==> config.mk <==
export PLATFORM = sky130hd
export DESIGN_NAME = newest_first_route_table_core
export DESIGN_NICKNAME = d
export VERILOG_FILES = /design/src/nfrt_pkg.sv /design/src/nfrt_entry_ram.sv /design/src/newest_first_route_table_core.sv
export SDC_FILE = /design/constraint.sdc
export NUM_CORES = 1
export LEC_CHECK = 0
export BUFFER_PORTS_ARGS = -buffer_cell sky130_fd_sc_hd__buf_2
export CAP_MARGIN = 20
export CORE_MARGIN = 4
export CORE_UTILIZATION = 62
export CTS_CLUSTER_SIZE = 16
export DETAILED_ROUTE_END_ITERATION = 10
export PLACE_DENSITY = 0.79
export SETUP_SLACK_MARGIN = 0.3
export SYNTH_ARGS = -nofsm -noshare
export SYNTH_HDL_FRONTEND = slang
export SYNTH_SLANG_ARGS = --single-unit
==> constraint.sdc <==
create_clock -name clk -period 5.65 [get_ports clk]
set_clock_uncertainty 0.15 [all_clocks]
set_input_delay 0.8475 -clock clk [delete_from_list [all_inputs] [get_ports clk]]
set_output_delay 0.8475 -clock clk [all_outputs]
set_load 0.01 [all_outputs]
==> src/nfrt_pkg.sv <==
// Package: shared constants, codes and types of the newest-first route table.
`timescale 1ns / 1ps
package nfrt_pkg;

	localparam int DEF_CAPACITY   = 16;
	localparam int DEF_KEY_BITS   = 32;
	localparam int DEF_IFACE_BITS = 16;

	localparam int OP_W     = 2;
	localparam int STATUS_W = 2;
	localparam int FOUND_W  = 16;

	typedef enum logic [OP_W-1:0] {
		OP_LOOKUP = 2'd0,
		OP_ADD    = 2'd1,
		OP_DELETE = 2'd2,
		OP_UNUSED = 2'd3
	} op_t;

	typedef enum logic [STATUS_W-1:0] {
		STATUS_OK   = 2'd0,
		STATUS_MISS = 2'd1,
		STATUS_FULL = 2'd2,
		STATUS_RSVD = 2'd3
	} status_t;

	typedef enum logic [3:0] {
		ST_IDLE  = 4'b0001,
		ST_SCAN  = 4'b0010,
		ST_SHIFT = 4'b0100,
		ST_RESP  = 4'b1000
	} state_t;

endpackage

==> src/nfrt_entry_ram.sv <==
// Entry memory: one write port, one read port, registered read data.
`timescale 1ns / 1ps
module nfrt_entry_ram #(
	parameter int DEPTH = nfrt_pkg::DEF_CAPACITY,
	parameter int WIDTH = nfrt_pkg::DEF_KEY_BITS + nfrt_pkg::DEF_IFACE_BITS,
	localparam int AW   = $clog2(DEPTH)
) (
	input  logic             clk,
	input  logic             we,
	input  logic [AW-1:0]    waddr,
	input  logic [WIDTH-1:0] wdata,
	input  logic [AW-1:0]    raddr,
	output logic [WIDTH-1:0] rdata
);
	import nfrt_pkg::*;

	logic [WIDTH-1:0] mem [DEPTH];

	always_ff @(posedge clk) begin
		if (we) begin
			mem[waddr] <= wdata;
		end
	end

	always_ff @(posedge clk) begin
		rdata <= mem[raddr];
	end

endmodule

==> src/newest_first_route_table_core.sv <==
// Top level: newest-first exact-match route table over a single entry memory.
//
//  channel | direction | handshake            | word
//  --------+-----------+----------------------+------------------------------------
//  in      | input     | in_valid / in_ready  | operation, route_key, new_iface
//  out     | output    | out_valid / out_ready| status, found_iface
//
// Entries sit oldest-first in memory slots 0..n-1; a fill count marks the valid ones.
// Add and a short-cut miss/full go straight to the response state. Lookup scans entries
// newest first, one memory read per cycle; delete then moves each newer entry down a slot.
// Reset clears the fill count and registers, not the memory; no clearing pass. A stalled result
// holds the block in its response state; the next word is taken once the output register is loaded.
`timescale 1ns / 1ps
module newest_first_route_table_core #(
	parameter int CAPACITY   = nfrt_pkg::DEF_CAPACITY,
	parameter int KEY_BITS   = nfrt_pkg::DEF_KEY_BITS,
	parameter int IFACE_BITS = nfrt_pkg::DEF_IFACE_BITS
) (
	input  logic                          clk,
	input  logic                          arst_n,
	input  logic                          in_valid,
	output logic                          in_ready,
	input  logic [nfrt_pkg::OP_W-1:0]     operation,
	input  logic [KEY_BITS-1:0]           route_key,
	input  logic [IFACE_BITS-1:0]         new_iface,
	output logic                          out_valid,
	input  logic                          out_ready,
	output logic [nfrt_pkg::STATUS_W-1:0] status,
	output logic [nfrt_pkg::FOUND_W-1:0]  found_iface
);
	import nfrt_pkg::*;

	localparam int AW = $clog2(CAPACITY);
	localparam int CW = $clog2(CAPACITY + 1);
	localparam int EW = KEY_BITS + IFACE_BITS;

	state_t              state_q;
	logic [CW-1:0]       n_q;
	op_t                 op_q;
	logic [KEY_BITS-1:0] key_q;
	logic [AW-1:0]       rd_addr_q;
	status_t             res_status_q;
	logic [FOUND_W-1:0]  res_found_q;
	logic                out_valid_q;
	status_t             status_q;
	logic [FOUND_W-1:0]  found_q;

	logic [AW-1:0]         rd_addr;
	logic                  we;
	logic [AW-1:0]         waddr;
	logic [EW-1:0]         wdata;
	logic [EW-1:0]         rdata;
	logic [KEY_BITS-1:0]   rd_key;
	logic [IFACE_BITS-1:0] rd_iface;
	logic [FOUND_W+IFACE_BITS-1:0] iface_ext;
	logic [AW-1:0]         last_addr;
	logic                  hit;
	logic                  full;
	logic                  accept;

	assign rd_key    = rdata[EW-1:IFACE_BITS];
	assign rd_iface  = rdata[IFACE_BITS-1:0];
	assign iface_ext = {{FOUND_W{1'b0}}, rd_iface};
	assign last_addr = AW'(n_q - CW'(1));
	assign hit       = (rd_key == key_q);
	assign full      = (n_q == CW'(CAPACITY));
	assign in_ready  = (state_q == ST_IDLE);
	assign accept    = in_valid && in_ready;

	// read address for the entry compared or moved next cycle
	always_comb begin
		rd_addr = rd_addr_q;
		we      = 1'b0;
		waddr   = AW'(n_q);
		wdata   = {route_key, new_iface};
		unique case (state_q)
			ST_IDLE: begin
				if (accept) begin
					case (op_t'(operation)) inside
						OP_LOOKUP, OP_DELETE: rd_addr = last_addr;
						OP_ADD: we = !full;
						default: ;
					endcase
				end
			end
			ST_SCAN: begin
				if (!hit && rd_addr_q != '0) begin
					rd_addr = rd_addr_q - AW'(1);
				end else if (hit && op_q == OP_DELETE && rd_addr_q != last_addr) begin
					rd_addr = rd_addr_q + AW'(1);
				end
			end
			ST_SHIFT: begin
				// close the gap: slot k moves down to k-1
				we    = 1'b1;
				waddr = rd_addr_q - AW'(1);
				wdata = rdata;
				if (rd_addr_q != last_addr) begin
					rd_addr = rd_addr_q + AW'(1);
				end
			end
			ST_RESP: ;
			default: ;
		endcase
	end

	nfrt_entry_ram #(
		.DEPTH(CAPACITY),
		.WIDTH(EW)
	) u_ram (
		.clk  (clk),
		.we   (we),
		.waddr(waddr),
		.wdata(wdata),
		.raddr(rd_addr),
		.rdata(rdata)
	);

	always_ff @(posedge clk or negedge arst_n) begin
		if (!arst_n) begin
			state_q      <= ST_IDLE;
			n_q          <= '0;
			op_q         <= OP_LOOKUP;
			key_q        <= '0;
			rd_addr_q    <= '0;
			res_status_q <= STATUS_MISS;
			res_found_q  <= '0;
			out_valid_q  <= 1'b0;
			status_q     <= STATUS_OK;
			found_q      <= '0;
		end else begin
			rd_addr_q <= rd_addr;
			// the response state owns the output register while it waits
			if (out_ready && state_q != ST_RESP) begin
				out_valid_q <= 1'b0;
			end
			unique case (state_q)
				ST_IDLE: begin
					if (accept) begin
						op_q        <= op_t'(operation);
						key_q       <= route_key;
						res_found_q <= '0;
						case (op_t'(operation)) inside
							OP_LOOKUP, OP_DELETE: begin
								res_status_q <= STATUS_MISS;
								state_q      <= (n_q != '0) ? ST_SCAN : ST_RESP;
							end
							OP_ADD: begin
								state_q <= ST_RESP;
								if (full) begin
									res_status_q <= STATUS_FULL;
								end else begin
									res_status_q <= STATUS_OK;
									n_q          <= n_q + CW'(1);
								end
							end
							default: begin
								res_status_q <= STATUS_MISS;
								state_q      <= ST_RESP;
							end
						endcase
					end
				end
				ST_SCAN: begin
					if (hit) begin
						res_status_q <= STATUS_OK;
						if (op_q == OP_LOOKUP) begin
							res_found_q <= iface_ext[FOUND_W-1:0];
							state_q     <= ST_RESP;
						end else if (rd_addr_q == last_addr) begin
							n_q     <= n_q - CW'(1);
							state_q <= ST_RESP;
						end else begin
							state_q <= ST_SHIFT;
						end
					end else if (rd_addr_q == '0) begin
						state_q <= ST_RESP;
					end
				end
				ST_SHIFT: begin
					if (rd_addr_q == last_addr) begin
						n_q     <= n_q - CW'(1);
						state_q <= ST_RESP;
					end
				end
				ST_RESP: begin
					if (!out_valid_q || out_ready) begin
						out_valid_q <= 1'b1;
						status_q    <= res_status_q;
						found_q     <= res_found_q;
						state_q     <= ST_IDLE;
					end
				end
				default: state_q <= ST_IDLE;
			endcase
		end
	end

	assign out_valid   = out_valid_q;
	assign status      = status_q;
	assign found_iface = found_q;

	a_count_bound: assert property (@(posedge clk) disable iff (!arst_n)
		n_q <= CW'(CAPACITY))
		else $error("fill count above capacity");

	a_add_grows: assert property (@(posedge clk) disable iff (!arst_n)
		(accept && operation == OP_ADD && !full) |=> (n_q == $past(n_q) + CW'(1)))
		else $error("add did not grow the table");

	a_shift_nonempty: assert property (@(posedge clk) disable iff (!arst_n)
		(state_q == ST_SHIFT || state_q == ST_SCAN) |-> (n_q != '0))
		else $error("scan or shift on an empty table");

	a_found_only_ok: assert property (@(posedge clk) disable iff (!arst_n)
		out_valid_q |-> (status_q != STATUS_RSVD &&
			(found_q == '0 || status_q == STATUS_OK)))
		else $error("bad result word");

endmodule
==> metrics <==
status=completed; WL/cell=25.1 microns; GRT Overall Usage=25.3%; DR vias=about 20,000; Layout fillers=between 3,000 and 4,000; IO buf count=73; TritonCTS Buffers=88; routed vias/inst=~6.3; DIE HEIGHT=252 microns; post-synth top area cell=edfxtp_1; max-slew violations=0; Post-DRT Antenna Nets=0; sum of negative setup slack=0 ns; gp weighted congestion=between 0.8 and 0.9; CTS sink count=900; Skew-Pair Late Insertion Delay=between 0.6 and 0.7 ns; CP arrival=~4.7 ns; worst hold slack=between 0.1 and 0.15 ns; Max Fclk=about 230 MHz; I/O pin count=74; first-pass GRT wire length=~120,000 microns; minimum clock period=between 4 and 5 ns; EDFF count, synth=approximately 770; initial antenna violation count=1; Bufs and invs on worst path=2; Mapped Cells=2,316; layout cells sized above 1=~17%; depth of the CTS H-tree=3; initial core utilization=62.5%; final net count=2,451; Die ar.=63,500 sq um; count leader, synth=edfxtp_1; Top FF cell, synth=edfxtp_1; CTS tree=yes; Synth area leaders=edfxtp_1 62%, mux2i_1 13%, dfrtp_1 5.6%; share of the synthesized area in the top cell type=a little over three fifths; post-synthesis sequential area ratio=about 70%; crit share post-route=between 70 and 80%; pwr/cell area=516 nW/um^2; synth warn=0; First DRT Iteration DRCs=1,906; Layout area overhead=10.9%; cell area after synthesis=~37,000 sq um; Final HPWL DP=42,700 microns; Setup CP Type=reg -> reg; CTS clk-pin slew, worst paths=around 0.060 ns; Hold Vio Cnt, Final=0; clk root buf=clkbuf_16; First-pass DRT Iterations=5; Placeable Area=59,000 sq um; pin count of the biggest net entering global routing=~100; RSZ-0062 raised after global routing=false; Max Cap Viol=0; cell family with most CP delay=compound AO/OA/AOI/OAI gates; Hold Path Class=in -> async; chip width=around 250 microns; FP Rows=89; hold buffers post-CTS=0; Synth cell types=71; setup bufs post-CTS=0; vias in the first global route=slightly above 20,000; CP required=between 5 and 6 ns; top post-synthesis cells by count=768 x edfxtp_1, 481 x mux2i_1, 246 x nand2_1, 151 x nand3_1, 87 x mux2_2; CP max-delay cell=buf_4; max incr delay on CP=0.62 ns; Overflow after GRT=0; Async S/R FF share, synth=9.33%; drc violations=0; Avg Cell Area, Syn=about 16 sq um; cts repair resizes=0; drt total wl=about 81,000 microns; critical path capture point type=flip-flop; syn_nets=approximately 2,400; Startpoint Class=flip-flop; worst-path fanout max=40; Leakage=roughly 16 nW; endpoints failing setup=0; Yosys reg bits=900; Max IR drop VDD=around 0.00054 V; Rel. slew slack=roughly a third; worst path cell trace=inv_1 > ha_1 > xor2_1 > nand3_2 > or3b_1 > a31oi_1 > o221a_4 > buf_4 > mux2_2 > o211ai_1 > nand4_1; Worst Tran Pin Value=0.992 ns; Max Root-Sink Buffers=3
final timing paths:
check / from / endpoint / slack, ns / cells after the start
max: n_q[0] / u_ram.rdata[10] / 1.28 / 11
min: arst_n / found_iface[8] / 0.10 / 1
max reg2reg: n_q[0] / u_ram.rdata[10] / 1.28 / 11
min reg2reg: u_ram.rdata[11] / res_found_q[11] / 0.31 / 2
max in group asynchronous: arst_n / key_q[7] / 4.16 / 2
min in group clk: u_ram.rdata[11] / res_found_q[11] / 0.31 / 2
cell usage in the layout, fill, tap and decap left out, types with 3 or more instances in the layout:
master and count:
a31oi_1 3, and3_1 4, buf_12 16, buf_2 72, buf_4 33, bufinv_16 7, clkbuf_1 18, clkbuf_16 90
clkbuf_8 8, clkinv_1 8, clkinv_2 21, clkinvlp_4 6, dfrtp_1 82, dfxtp_1 48, edfxtp_1 768, ha_1 5
inv_1 7, inv_6 4, mux2_2 87, mux2_4 13, mux2i_1 481, nand2_1 245, nand2b_1 5, nand3_1 151
nand4_1 58, nor2_1 12, nor2_4 17, nor3_1 7, o211ai_1 35, o211ai_2 13, o21ai_0 30, o22ai_1 3
o31ai_1 4, xnor2_1 42, xor2_1 7
worst reg2reg max path, cell delays in order, from the launching register on:
cell	delay (ns)
dfrtp_1	0.55
inv_1	0.19
ha_1	0.39
xor2_1	0.21
nand3_2	0.18
or3b_1	0.41
a31oi_1	0.28
o221a_4	0.48
buf_4	0.63
mux2_2	0.44
o211ai_1	0.22
nand4_1	0.13
cell families (layout without fill, tap and decap cells):
family	after synthesis	in the layout	synth area share [%]
other	0	1	0
adder cells (fa/ha/maj)	5	5	0.170
XOR/XNOR	50	50	1.22
AO/OA/AOI/OAI	110	110	2.27
AND/OR/NAND/NOR	525	525	6.72
flip-flops	900	900	70.8
multiplexers	581	581	16.2
buffers and inverters	145	294	2.59
metrics by stage:
stage / cells / cell area, sq um / setup WS [ns] / total power [W] / util [%]
global route: 3238 / 40900 / 1.07 / 0.0220 / 69.4
global placement: 3073 / 38000 / 1.52 / 0.0151 / 64.5
CTS: 3238 / 40900 / 1.36 / 0.0212 / 69.4
detailed placement: 3075 / 38100 / 1.43 / 0.0153 / 64.5
floorplan: 2316 / 36900 / 1.18 / 0.0140 / -
finish: 3239 / 40900 / 1.28 / 0.0211 / 69.4
layout make-up:
type / count / area (sq um) / share of cell area (%)
flip-flops and latches: 900 / 26100 / 63.8
clock buffers: 116 / 2430 / 5.94
clock inverters: 47 / 445 / 1.09
repair buffers: 121 / 928 / 2.27
multi-input cells: 1271 / 10000 / 24.4
inverters: 10 / 43.8 / 0.107
diodes: 1 / 2.50 / 0.00611
well taps: 773 / 967 / 2.36
power breakdown:
group          total (W)  switching [W]  internal (W)  leakage (nW)
Combinational    0.00723        0.00423       0.00300          6.17
Sequential       0.00812       0.000384       0.00774          8.38
Clock            0.00579        0.00243       0.00336          1.41
layer usage:
metal,track usage [%],share of wire (%),vias up
met5,0,0,-
met4,8.97,3.1,0
met3,3.41,7.4,158
met2,41.9,49,898
met1,35.2,40,10300
li1,-,-,8970
state kept, by name, indices dropped and copies added (netlist names), 4 cells and up:
signal       count
u_ram.mem      768
key_q           32
n_q              5
u_ram.rdata     48
res_found_q     16
state_q          4
rd_addr_q        4
found_iface     16
Power figures use the tool's default switching activity.
